## src/hdl/sda_math.sv

```systemverilog
`default_nettype none
// Level and strength arithmetic, one multiplier level per stage.
// Stage one forms op*flow or flow*cov, stage two the new level and
// stage three the strength candidate and its maximum.
module sda_math (
  input  wire logic        clk_i,
  input  wire logic        adv_i,
  input  wire logic        mode_i,
  input  wire logic [15:0] op_i,
  input  wire logic [15:0] flow_i,
  input  wire logic [15:0] cov_i,
  input  wire logic        mode_s1_i,
  input  wire logic [15:0] old_lvl_i,
  output logic [15:0]      lvl_o,
  input  wire logic        mode_s2_i,
  input  wire logic [15:0] lvl_s2_i,
  input  wire logic [15:0] old_str_i,
  output logic [15:0]      str_o
);

  logic [31:0] p1;
  logic [15:0] p1_q, cov_q, op_q;
  logic [15:0] p1_s2_q, cov_s2_q, op_s2_q;
  logic [16:0] one_m_lvl, one_m_fc;
  logic [33:0] p2;
  logic [31:0] p3;
  logic [15:0] cand;

  // First product, registered with the operands needed later.
  assign p1 = mode_i ? flow_i * cov_i : op_i * flow_i;
  always_ff @(posedge clk_i) begin
    if (adv_i) begin
      p1_q     <= p1[30:15];
      cov_q    <= cov_i;
      op_q     <= op_i;
      p1_s2_q  <= p1_q;
      cov_s2_q <= cov_q;
      op_s2_q  <= op_q;
    end
  end

  // Second stage forms the new level from the stored one.
  always_comb begin
    one_m_lvl = 17'd32768 - 17'(old_lvl_i);
    one_m_fc  = 17'd32768 - 17'(p1_q);
    p2        = one_m_lvl * one_m_fc;
    if (mode_s1_i) begin
      lvl_o = 16'(17'd32768 - p2[31:15]);
    end else begin
      lvl_o = (cov_q > old_lvl_i) ? cov_q : old_lvl_i;
    end
  end

  // Third stage forms the strength candidate and keeps the maximum.
  always_comb begin
    if (mode_s2_i) begin
      p3 = op_s2_q * lvl_s2_i;
    end else begin
      p3 = p1_s2_q * cov_s2_q;
    end
    cand  = p3[30:15];
    str_o = (cand > old_str_i) ? cand : old_str_i;
  end

endmodule
`default_nettype wire

```

## config.mk

```make
export PLATFORM = sky130hd
export DESIGN_NAME = sda_math
export DESIGN_NICKNAME = d
export VERILOG_FILES = /design/src/hdl/sda_math.sv
export SDC_FILE = /design/constraint.sdc
export NUM_CORES = 2
export LEC_CHECK = 0
export BUFFER_PORTS_ARGS = -buffer_cell sky130_fd_sc_hd__buf_2
export CORE_UTILIZATION = 59
export DETAILED_ROUTE_END_ITERATION = 16
export MAX_ROUTING_LAYER = met4
export PLACE_DENSITY = 0.72
export SYNTH_ARGS = -nofsm -noshare
export SYNTH_HDL_FRONTEND = slang
export SYNTH_SLANG_ARGS = --single-unit
```

## constraint.sdc

```tcl
create_clock -name clk_i -period 9.5 [get_ports clk_i]
set_clock_uncertainty 0.05 [all_clocks]
set_input_delay 0 -clock clk_i [delete_from_list [all_inputs] [get_ports clk_i]]
set_output_delay 0 -clock clk_i [all_outputs]
set_load 0.05 [all_outputs]
```

======== After elaboration in Yosys (flattened, before gate mapping) ========
Index checks and enable logic that the tools add are counted.
word-level totals
  register bits ........................... 96
  latch bits .............................. 0
  memory bits (writable) .................. 0
  memory bits (read-only) ................. 0
  input bits .............................. 101
  output and inout port bits .............. 32
  word-level logic and storage cells ...... 21
  memories kept ........................... 0
operators by class
  add/sub/neg operators ................... 3
  multiply operators ...................... 5
  divide/modulo/power cells ............... 0
  order comparisons ....................... 2
  equality and inequality tests ........... 0
  shift operators ......................... 0
  mux-type cells .......................... 5
  bitwise operators ....................... 0
  reductions and logical operators ........ 0
operators by type and width
  operator                  count
  $mul A16 B16 Y31          4
  $mux W31                  2
  $mux W16                  3
  $sub A16 B16 Y17 const A  2
  $gt A16 B16 Y1            2
  $mul A17 B17 Y31          1
  $sub A16 B16 Y16 const A  1

======== Logic depth before layout (Yosys ltp) ========
  word-level depth ........................ 4
  depth in mapped cells ................... 37
  mapped depth without buffers ............ 35

======== Least setup slack after synthesis ========
Ideal clock, no wire load.
  path kind ............................... reg2out
  from .................................... reg p1_q[0]
  to ...................................... out lvl_o[10]
  arrival time ............................ 8.794 ns
  data required time ...................... 9.450 ns
  setup slack ............................. 0.656 ns
  stages on the path, launching flop included .. 33
  cells stage by stage .................... edfxtp_1 clkbuf_1 inv_1 ha_1 or3b_2 buf_2 nor4_4 xnor2_1 clkbuf_1 nand2_1 fa_1 inv_1 fa_1 inv_1 fa_1 inv_1 fa_1 fa_1 inv_1 fa_1 inv_1 ha_1 a21oi_1 o21ai_1 or2_2 o41ai_4 xor2_2 ha_1 nand3_1 nor4b_2 nand3_1 xnor2_1 o21ai_0
between the ends
  word-level cells in the longest chain between the ends .. 4
ends and longest elaborated chain
  element                   line  source
  start: declaration        22    logic [15:0] p1_q, cov_q, op_q;
  start signal: assignment  33    p1_q <= p1[30:15];
  $sub A16 B16 Y17          45    one_m_fc = 17'd32768 - 17'(p1_q);
  $mul A17 B17 Y31          46    p2 = one_m_lvl * one_m_fc;
  $sub A16 B16 Y16          48    lvl_o = 16'(17'd32768 - p2[31:15]);
  $mux W16                  47    if (mode_s1_i) begin
  end: declaration          14    output logic [15:0] lvl_o,
Every way passes these cells.

======== Worst setup path in the final report ========
  from .................................... reg p1_q[6]
  to ...................................... out lvl_o[13]
The elaborated chain is that of the path after synthesis.

==> results.rst <==
.. list-table::
   :header-rows: 1

   * - Metric
     - Value
   * - Outcome
     - finished, violations left
   * - Failing checks
     - design-rule violations
   * - Post-DRT Antenna Nets
     - 0
   * - Area growth syn-to-layout
     - 6.11%
   * - Avg Inst Size Synth
     - 8.89 um^2
   * - Endpoint arrival time on the critical path
     - 9.12 ns
   * - Fraction of the core area covered by cells at the end of the flow
     - 63.1%
   * - Iteration count of the initial detailed-routing pass
     - 12
   * - CP Launch Type
     - flip-flop
   * - Total half-perimeter wirelength after legalization and detailed placement
     - 97,900 um
   * - Clock tree from TritonCTS
     - done
   * - Post-synthesis sequential element count
     - 96
   * - Type of the worst setup path
     - reg2out
   * - Vias
     - 34,900
   * - Total length of routed wires
     - 119,000 um
   * - Largest net degree at the start of global routing
     - 71
   * - Gpl congestion
     - 0.978
   * - Cell at the root of the clock tree
     - clkbuf_16
   * - Unrepaired setup endpoints after global routing
     - no
   * - Slew @ Worst Pin
     - 1.04 ns
   * - Final layout net count
     - 6,866
   * - Clk_lat worst skew
     - 0.38 ns
   * - Inserted Clock Buffers
     - 9
   * - Fill cell count
     - 6,691
   * - Final setup violating endpoints
     - 0
   * - Global routing usage summed across all routing layers
     - 33.1%
   * - Final max-slew violation count
     - 0
   * - Number of flops mapped to enable cells by yosys
     - 96
   * - Final period utilization
     - 96.6%
   * - Floorplan die height
     - 281 um
   * - Area enclosed by the die boundary
     - 79,100 um^2
   * - Number of distinct library cells after synthesis
     - 90
   * - Total negative setup slack
     - 0 ns
   * - H-tree levels
     - 3
   * - Routed wire length per instance
     - 18.9 um
   * - Width of the die
     - 281 um
   * - Effective utilization at floorplan
     - 59.5%
   * - Antenna violations before repair
     - 13
   * - Netlist Area Pre-Place
     - 46,000 um^2
   * - Required arrival time at the worst endpoint
     - 9.45 ns
   * - Biggest fanout along the worst timing path
     - 7
   * - Achievable frequency
     - 109 MHz
   * - Clk buf depth
     - 2
   * - Async set-reset flop share out of synthesis
     - 0%
   * - Worst Setup End Kind
     - output port
   * - Clock Sinks
     - 96
   * - Initial DRC count
     - 2,570
   * - Syn Nets
     - 6,778
   * - Placeable Area
     - 77,300 um^2
   * - Max_cap viols
     - 0
   * - Ratio of cells with drive above 1 in the final layout
     - 6.64%
   * - Syn Inst Count
     - 5,177
   * - Top-Level Pins
     - 133
   * - Sequential-to-total area share from yosys stat
     - 6.26%
   * - Final hold violations
     - 0
   * - Number of warnings printed during yosys synthesis
     - 0
   * - Register clock-pin slew on the reported worst setup and hold paths
     - 0.08 ns
   * - First-pass GRT wire length
     - 196,000 um
   * - DRC violation count after routing
     - 2
   * - Commonest register cell after synthesis
     - edfxtp_1
   * - Number of global-route vias before repair
     - 37,100
   * - Floorplan row count
     - 102
   * - # port buffers
     - 132
   * - Global route total overflow
     - 0
   * - Normalized max-slew margin
     - 30.1%
   * - Area taken by flip-flops and latches
     - 2880 um^2
   * - Classification of the worst-slack hold path
     - in2reg
   * - Ratio of routed vias to standard cells
     - 5.53
   * - Area occupied by multi-input gates
     - 37,800 um^2
   * - Time the worst path needs with I/O delays and setup
     - 9.17 ns
## synthesized netlist by cell type (14+ instances only)
| master | n | area [um^2] |
|---|---|---|
| a211oi_1 | 18 | 135 |
| a31oi_1 | 20 | 125 |
| nor2_1 | 145 | 544 |
| o211ai_1 | 14 | 105 |
| a21o_1 | 44 | 330 |
| nand2_1 | 890 | 3340 |
| clkbuf_1 | 182 | 683 |
| fa_1 | 988 | 19800 |
| inv_1 | 1274 | 4780 |
| and2_1 | 403 | 2520 |
| o21a_1 | 20 | 150 |
| mux2_2 | 18 | 203 |
| xor2_1 | 35 | 307 |
| o21ai_0 | 48 | 240 |
| and3_1 | 19 | 119 |
| edfxtp_1 | 96 | 2880 |
| nor3_1 | 33 | 165 |
| nand4_1 | 22 | 138 |
| xnor2_1 | 94 | 823 |
| a21oi_1 | 70 | 350 |
| mux2i_1 | 17 | 170 |
| ha_1 | 512 | 6410 |
| nand3_1 | 33 | 165 |
## metrics by stage
stage	area [um^2]	instances	hold WS, ns	setup WS [ns]
after floorplan	46000	5177	0.0489	0.656
after global placement	47900	6241	0.351	0.725
after detailed placement	47900	6241	0.355	0.505
after CTS	48300	6268	0.00292	0.0947
after global routing	48800	6317	0.0144	0.00910
final	48800	6320	0.0333	0.325
## layout by cell type, fill, tap and decap left out, drive strengths merged, types with 15 or more instances in the layout
master / count
o211ai: 15
ha: 512
nand2: 890
o21ai: 62
buf: 254
xor2: 37
xnor2: 95
mux2i: 17
fa: 988
edfxtp: 96
o21a: 20
mux2: 18
inv: 1279
nand3: 33
nor2: 145
nand4: 23
a31oi: 20
a21oi: 72
and2: 403
nor3: 34
a211oi: 18
a21o: 44
and3: 19
## worst max-delay path: stages, from the launching register on
cell and delay (ns):
edfxtp_1 0.52, or4_4 0.63, nor4_4 0.42, nand2_1 0.20, xor2_1 0.54, nor2_1 0.16, fa_1 0.59, fa_1 0.44
fa_1 0.51, fa_1 0.43, fa_1 0.53, inv_1 0.06, fa_1 0.48, inv_1 0.04, ha_1 0.31, buf_4 0.19
nand2_1 0.06, nor2_1 0.04, a211oi_1 0.27, and3_2 0.30, xor2_2 0.23, nand4_2 0.26, nor4b_4 0.50, or4b_1 0.54
a31o_1 0.27, buf_2 0.22
## metal layers
layer	global-route usage, %	routed length (um)	up-vias
met5	-	0	-
met4	12.0	4650	0
met2	52.6	56100	1400
met3	4.31	9470	281
met1	43.6	49000	17600
li1	-	-	15600
## cell type report
cell class              instances  share of cell area (%)
clock inverters                 7                   0.167
clock buffers                   9                   0.461
diodes                         10                  0.0512
repair buffers                266                    3.51
inverters                    1275                    9.80
flip-flops and latches         96                    5.90
multi-input cells            3617                    77.4
well taps                    1040                    2.66
## final timing paths
path         startpoint     endpoint  slack (ns)  cells past startpoint
max             p1_q[6]    lvl_o[13]        0.33                     25
min            op_i[14]     op_q[14]        0.03                      1
max reg2reg    p1_q[11]  p1_s2_q[11]        8.45                      0
min reg2reg    op_q[11]  op_s2_q[11]        0.37                      0
## state kept, by name, summed over array words and instances (netlist names)
register	flops
p1_s2_q	16
op_q	16
cov_q	16
cov_s2_q	16
p1_q	16
op_s2_q	16
## timing repair
item                       CTS  global route
hold buffers                11             0
setup buffers                0            42
hold endpoints to repair    36             0
setup endpoints to repair    0            25
resized for setup            0            27
## kinds of logic after synthesis
kind of cell	synth area share, %
and+or+nand+nor	16.6
adders and majority gates	56.9
buffers and inverters	12.0
muxes	0.810
AOI/OAI and AO/OA	4.88
xor gates and xnor gates	2.64
DFF	6.26
Power is left out: the tool's default activity adds up to more than one toggle a clock period on the data nets, which glitch-free logic cannot reach.
