`src/hdl/sda_pkg.sv`:
```
`default_nettype none
package sda_pkg;

  // Raster size and the texel address width that goes with it.
  localparam int MAX_TEXELS = 4096;
  localparam int TEXEL_AW   = 12;

  typedef enum logic [2:0] {
    ST_APPLIED  = 3'd0,
    ST_DUP      = 3'd1,
    ST_PAST     = 3'd2,
    ST_GAP      = 3'd3,
    ST_COV_BAD  = 3'd4
  } status_e;

  typedef enum logic [1:0] {
    REG_MODE        = 2'd0,
    REG_TEXEL_COUNT = 2'd1,
    REG_STAMP_COUNT = 2'd2
  } reg_idx_e;

  // Control that travels down the pipeline with each item.
  typedef struct packed {
    logic        apply;
    logic [2:0]  status;
    logic        done;
    logic [15:0] applied;
    logic        mode;
  } ctl_t;

endpackage
`default_nettype wire

```
`src/hdl/sda_front.sv`:
```
`default_nettype none
// Front end: checks each item against the stroke state and picks its texel.
module sda_front #(
  parameter int AW = 12
) (
  input  wire logic          clk_i,
  input  wire logic          rst_ni,
  input  wire logic          adv_i,
  input  wire logic          in_fire_i,
  input  wire logic [15:0]   ordinal_i,
  input  wire logic [15:0]   coverage_i,
  input  wire logic          mode_i,
  input  wire logic [13:0]   tc_i,
  input  wire logic [15:0]   stamp_count_i,
  output logic [AW-1:0]      pos_o,
  output sda_pkg::ctl_t      ctl_o
);

  logic [AW-1:0] pos_q, pos_d;
  logic [15:0]   nord_q, nord_d, cnt_q, cnt_d;
  logic [AW-1:0] pos_eff;
  logic [13:0]   pos_ext;

  always_comb begin
    pos_ext = 14'(pos_q);
    pos_eff = (pos_ext >= tc_i) ? '0 : pos_q;
    if (ordinal_i >= stamp_count_i)           ctl_o.status = sda_pkg::ST_PAST;
    else if (coverage_i > 16'd32768)          ctl_o.status = sda_pkg::ST_COV_BAD;
    else if (ordinal_i < nord_q)              ctl_o.status = sda_pkg::ST_DUP;
    else if (ordinal_i != nord_q)             ctl_o.status = sda_pkg::ST_GAP;
    else                                      ctl_o.status = sda_pkg::ST_APPLIED;
    ctl_o.apply = (ctl_o.status == sda_pkg::ST_APPLIED);
    ctl_o.done  = ctl_o.apply && (14'(pos_eff) + 14'd1 >= tc_i);
    ctl_o.mode  = mode_i;
    pos_d  = pos_q;
    nord_d = nord_q;
    cnt_d  = cnt_q;
    if (in_fire_i && ctl_o.apply) begin
      if (ctl_o.done) begin
        pos_d  = '0;
        nord_d = nord_q + 16'd1;
        cnt_d  = cnt_q + 16'd1;
      end else begin
        pos_d = pos_eff + AW'(1);
      end
    end
    ctl_o.applied = cnt_d;
    pos_o = pos_eff;
  end

  always_ff @(posedge clk_i or negedge rst_ni) begin
    if (!rst_ni) begin
      pos_q  <= '0;
      nord_q <= '0;
      cnt_q  <= '0;
    end else if (adv_i) begin
      pos_q  <= pos_d;
      nord_q <= nord_d;
      cnt_q  <= cnt_d;
    end
  end

endmodule
`default_nettype wire

```
`config.mk`:
```
export PLATFORM = sky130hd
export DESIGN_NAME = sda_front
export DESIGN_NICKNAME = d
export VERILOG_FILES = /design/src/hdl/sda_pkg.sv /design/src/hdl/sda_front.sv
export SDC_FILE = /design/constraint.sdc
export NUM_CORES = 1
export LEC_CHECK = 0
export BUFFER_PORTS_ARGS = -buffer_cell sky130_fd_sc_hd__buf_2
export CELL_PAD_IN_SITES_DETAIL_PLACEMENT = 1
export CELL_PAD_IN_SITES_GLOBAL_PLACEMENT = 1
export CORE_ASPECT_RATIO = 1.4
export CORE_MARGIN = 1.5
export CORE_UTILIZATION = 43
export CTS_CLUSTER_DIAMETER = 80
export DETAILED_ROUTE_END_ITERATION = 7
export GPL_TIMING_DRIVEN = 0
export PLACE_DENSITY = 0.83
export SKIP_CTS_REPAIR_TIMING = 1
export SYNTH_ARGS = -nofsm -noshare
export SYNTH_HDL_FRONTEND = slang
export SYNTH_SLANG_ARGS = --single-unit
```
`constraint.sdc`:
```
create_clock -name clk_i -period 12.9 [get_ports clk_i]
set_clock_uncertainty 0.2 [all_clocks]
set_input_delay 1.29 -clock clk_i [delete_from_list [all_inputs] [get_ports clk_i]]
set_output_delay 1.29 -clock clk_i [all_outputs]
set_load 0.005 [all_outputs]
```
Yosys cells after proc, flatten, opt, wreduce, memory -nomap -nowiden

Index checks and enable logic that the tools add are counted.

$add $sub $neg: 4
Multipliers: 0
Divide/modulo/power cells: 0
$lt $le $gt $ge: 5
Eq/ne operators: 1
Shift-type cells: 0
Mux-type cells: 8
Bitwise gates (word level): 0
Reductions and logical operators: 5

Operators with widths:

| operator                | count |
|---|---|
| $add A16 B1 Y16 const B | 2 |
| $mux W16                | 2 |
| $mux W12                | 2 |
| $ge A16 B16 Y1          | 1 |
| $gt A16 B16 Y1 const B  | 1 |
| $lt A16 B16 Y1          | 1 |
| $ne A16 B16 Y1          | 1 |
| $ge A12 B14 Y1          | 1 |
| $ge A13 B14 Y1          | 1 |
| $add A12 B1 Y13 const B | 1 |
| $add A12 B1 Y12 const B | 1 |
| $mux W3                 | 2 |
| $mux W2                 | 2 |
| $logic_not A3 Y1        | 1 |
| $reduce_and A3 Y1       | 1 |
| $logic_and A1 B1 Y1     | 2 |
| $reduce_and A2 Y1       | 1 |

Register bits after elaboration: 44
Bits in latches: 0
RAM bits: 0
Bits in read-only memories: 0
Input port bits: 67
Output and inout bits: 34
Logic and storage cells: 26
Memories kept: 0

Logic depth before layout (Yosys ltp)

Depth after elaboration: 9
Gate-level depth with buffers: 25
Mapped depth without buffers: 21

Worst setup path before layout

No wires, ideal clock.

Path kind: input-to-output
Start: input tc_i[11]
End: output ctl_o[10] (netlist name)
Arrival: 5971 ps
Required time: 11410 ps
Setup slack: 5439 ps
Stages on the path: 24
Path buffers: 4
Cells stage by stage: inv_1 ha_1 a21oi_1 o21ai_1 a2111oi_1 a2111oi_4 clkbuf_1 nor2_1 ha_1 and3_1 clkbuf_1 nand3_1 nor2_1 xnor2_1 nor2_1 ha_1 and4b_1 o2111ai_1 o22a_1 buf_2 nor4b_4 buf_2 nand2_1 xnor2_1

RTL lines:

| item            | RTL line        | RTL |
|---|---|---|
| start, declared | sda_front.sv:13 | `input wire logic [13:0] tc_i,` |
| end, declared   | sda_front.sv:16 | `output sda_pkg::ctl_t ctl_o` |

==> out/summary.txt <==
OUTCOME
-------------------------------------------------------------------------------------
Result of the run ...................................................... finished, violations left
Violated checks ........................................................          DRC

LOGIC SYNTHESIS
-------------------------------------------------------------------------------------
Average cell area after synthesis ......................................     8.55 um2
Synth Area in XOR/XNOR .................................................        0.121
Post-synth ARST share ..................................................         1.00
Fraction of synthesized area in multiplexers ...........................       0.0105
Yosys cell types .......................................................           52
Portion of the post-synthesis area used by sequential elements .........        0.271
Prevailing post-synth register cell ....................................      dfrtp_1
Combinational family with the most area after synthesis ................ simple AND/OR/NAND/NOR gates
Synth Area in Adders ...................................................        0.185
Synth Register Bits ....................................................           44
Post-synthesis cell area ...............................................  0.00407 mm2
Simple-Gate Fraction of Synth Area .....................................        0.234
Mapped Cells ...........................................................          476
Net count after synthesis ..............................................          603
Number of flops mapped to enable cells by yosys ........................            0
Fraction of the mapped netlist area in compound gates ..................        0.111
Warning count from the yosys run .......................................            0

CLOCK TREE
-------------------------------------------------------------------------------------
Number of levels the H-tree was split into .............................            2
Number of buffers between clock root and the deepest sink ..............            2
CTS tree ...............................................................          yes
Latest clock arrival within the worst-skew pair ........................      0.29 ns
Clock root buffer master ...............................................    clkbuf_16
Clock buffers created by TritonCTS .....................................            5
Clock-pin slew of the registers on the worst-case setup and hold paths .      0.06 ns
CTS sink cnt ...........................................................           44

STA
-------------------------------------------------------------------------------------
Setup TNS after final layout ...........................................         0 ns
Headroom to the max-slew limit .........................................        0.308
Final Max Tran Viols ...................................................            0
Worst-Margin Slew ......................................................      1.04 ns
Setup repair after global routing missed its margin ....................        false
Min cycle time layout ..................................................      8.76 ns
Achievable frequency ...................................................      114 MHz
Final worst path period share ..........................................        0.679
Final number of hold-violating endpoints ...............................            0
Finish-stage setup viols ...............................................            0

CRITICAL PATH
-------------------------------------------------------------------------------------
Sum of buffers and inverters on the critical path ......................            7
Max incr delay on CP ...................................................      0.59 ns
Endpoint kind of the worst setup timing path ...........................   output pin
Kind of start point of the critical path ............................... primary input
Critical register-to-register path endpoint ............................     pos_q[5]
CP delay by family, top ................................................ simple AND/OR/NAND/NOR gates
Crit Reg-Reg Startpoint ................................................     pos_q[9]
Slowest cell on the critical path ......................................    a2111oi_1
Max Fanout on Critical Path ............................................           10
Slack of the worst reg-to-reg path .....................................      6.67 ns
Worst setup path category .............................................. primary input to output pin
Number of cells traversed by the worst register-to-register path .......           23
Most frequent cell on the critical path ................................        buf_2
Worst endpoint data arrival time .......................................      7.27 ns
Crit path required time ................................................     11.41 ns

ROUTE
-------------------------------------------------------------------------------------
Average detailed-routed wire length per instance .......................      16.3 um
First drt pass iteration count .........................................            6
DR iter-0 viols ........................................................          131
Final Routed Wirelength ................................................     11300 um
DRC violations left ....................................................            6
Detail-routed via count per cell .......................................         5.46
Vias after detailed routing ............................................         3767
Antenna viol nets, final ...............................................            0

MIN PATH
-------------------------------------------------------------------------------------
Worst hold path type ................................................... register to register
Hold Crit Depth ........................................................            1
Start point of the worst hold path .....................................    cnt_q[15]
Endpoint of the worst hold-timing path .................................    cnt_q[15]

FLOORPLAN
-------------------------------------------------------------------------------------
Initial Utilization ....................................................        0.448
Height of the die ......................................................       118 um
Number of placement rows ...............................................           41
Area of the core .......................................................  0.00908 mm2
Horizontal die dimension ...............................................      85.2 um
Die area ...............................................................   0.0101 mm2
Number of top-level pins ...............................................          101

GRT
-------------------------------------------------------------------------------------
GRT Total Usage ........................................................        0.229
Global route overflow ..................................................            0
Pin count of the biggest net entering global routing ...................           45
Vias in the first global route .........................................         4099
Global-route wire length before repair .................................     18700 um
Antenna violations before repair .......................................            0

FINISH
-------------------------------------------------------------------------------------
Highest-count cells in the layout ignoring fill and taps ............... 102 x buf_2, 60 x ha_1, 54 x inv_1
Number of antenna diodes ...............................................            0
Proportion of layout cells with a drive suffix above 1 .................        0.225
Fillcell total .........................................................         1126
Final net count ........................................................          709
Post-synthesis to final-layout area growth .............................        19.2%
Commonest non-fill, non-tap cell in the layout .........................        buf_2

PLACE
-------------------------------------------------------------------------------------
Placed wire-length estimate ............................................      9190 um
Count of input and output buffers ......................................           99
Placer congestion estimate .............................................        0.841

PWR
-------------------------------------------------------------------------------------
Power per cell area ....................................................  65.4 mW/mm2
Worst vdd ir ...........................................................    0.0574 mV
Standby leakage power ..................................................      2.49 nW
Post-layout total power ................................................       317 uW

JOB
-------------------------------------------------------------------------------------
MaxCap Viol Count ......................................................            0

## power breakdown
group	switching [mW]	internal [mW]
clock network	0.0549	0.0773
registers	0.00000124	0.138
logic	0.0262	0.0205
total	0.0811	0.236
## Yosys cell counts, types with 3 or more instances
cell type / n / share of area
a21oi_1: 23 / 0.028
a22o_1: 5 / 0.011
a31o_2: 3 / 0.0065
and3_1: 20 / 0.031
buf_2: 3 / 0.0037
buf_4: 4 / 0.0074
clkbuf_1: 8 / 0.0074
dfrtp_1: 44 / 0.27
ha_1: 60 / 0.18
inv_1: 54 / 0.050
nand2_1: 53 / 0.049
nand3_1: 21 / 0.026
nand4_1: 7 / 0.011
nor2_1: 31 / 0.029
nor2b_1: 12 / 0.018
nor3_1: 8 / 0.0098
nor4_1: 4 / 0.0062
o21ai_0: 20 / 0.025
xnor2_1: 49 / 0.11
xor2_1: 7 / 0.015
## metrics by stage
step	cells	area [um2]	setup slack (ns)	hold slack [ns]	utilization
floorplan	476	4070	5.44	0.259	-
global placement	682	4700	4.22	0.278	0.517
detailed placement	682	4700	4.13	0.294	0.517
CTS	690	4850	4.02	0.305	0.534
global route	690	4850	3.61	0.332	0.534
finish	690	4850	4.14	0.301	0.534
## final cells by class
| class | count | area, um2 | area share |
|---|---|---|---|
| buffer | 15 | 75.1 | 0.0155 |
| clock buffer | 7 | 143 | 0.0294 |
| clock inverter | 1 | 7.51 | 0.00155 |
| inverter | 54 | 203 | 0.0418 |
| multi-input combinational | 363 | 2690 | 0.555 |
| sequential | 44 | 1100 | 0.227 |
| tap | 107 | 134 | 0.0276 |
| timing repair buffer | 99 | 495 | 0.102 |
## layer usage
metal	share of wire	track usage	vias to the layer above
met5	0	0	-
met4	0.027	0.0799	0
met3	0.024	0.0252	25
met2	0.58	0.458	73
met1	0.37	0.236	1833
li1	-	-	1836
## how the worst max path moves through the flow
| stage | startpoint | slack [ns] | cells past startpoint | to |
|---|---|---|---|---|
| 3_3_place_gp | tc_i[9] | 4.22 | 26 | ctl_o[16] |
| 2_1_floorplan | tc_i[11] | 5.44 | 24 | ctl_o[10] |
| 4_1_cts | tc_i[9] | 4.02 | 26 | ctl_o[12] |
| 3_5_place_dp | tc_i[9] | 4.13 | 26 | ctl_o[14] |
| 5_1_grt | tc_i[9] | 3.61 | 26 | ctl_o[12] |
| 6_report | tc_i[9] | 4.14 | 26 | ctl_o[14] |
## cells by family after synthesis
family	after synthesis
compound gates	68
xor+xnor	56
fa+ha+maj	60
buf+inv	69
flops	44
mux	4
simple gates	175
## state kept, by name, summed over array words and instances (netlist names)
register  count
nord_q       16
cnt_q        16
pos_q        12
## worst register-to-register path, stage by stage (launching register included)
cell and delay (ns):
dfrtp_1 0.45, ha_1 0.33, a21oi_1 0.17, o21ai_1 0.12
a2111oi_1 0.59, a2111oi_4 0.21, clkbuf_1 0.31, nor2_1 0.25
ha_1 0.29, and3_1 0.18, clkbuf_1 0.23, nand3_1 0.19
nor2_1 0.27, xnor2_1 0.15, nor2_1 0.05, ha_1 0.33
a21oi_1 0.18, a21oi_1 0.09, a211oi_1 0.22, o22a_1 0.26
buf_2 0.29, or2b_2 0.39, o21ai_0 0.24, a22o_1 0.18
No activity file was read; power rests on OpenSTA's default activity.
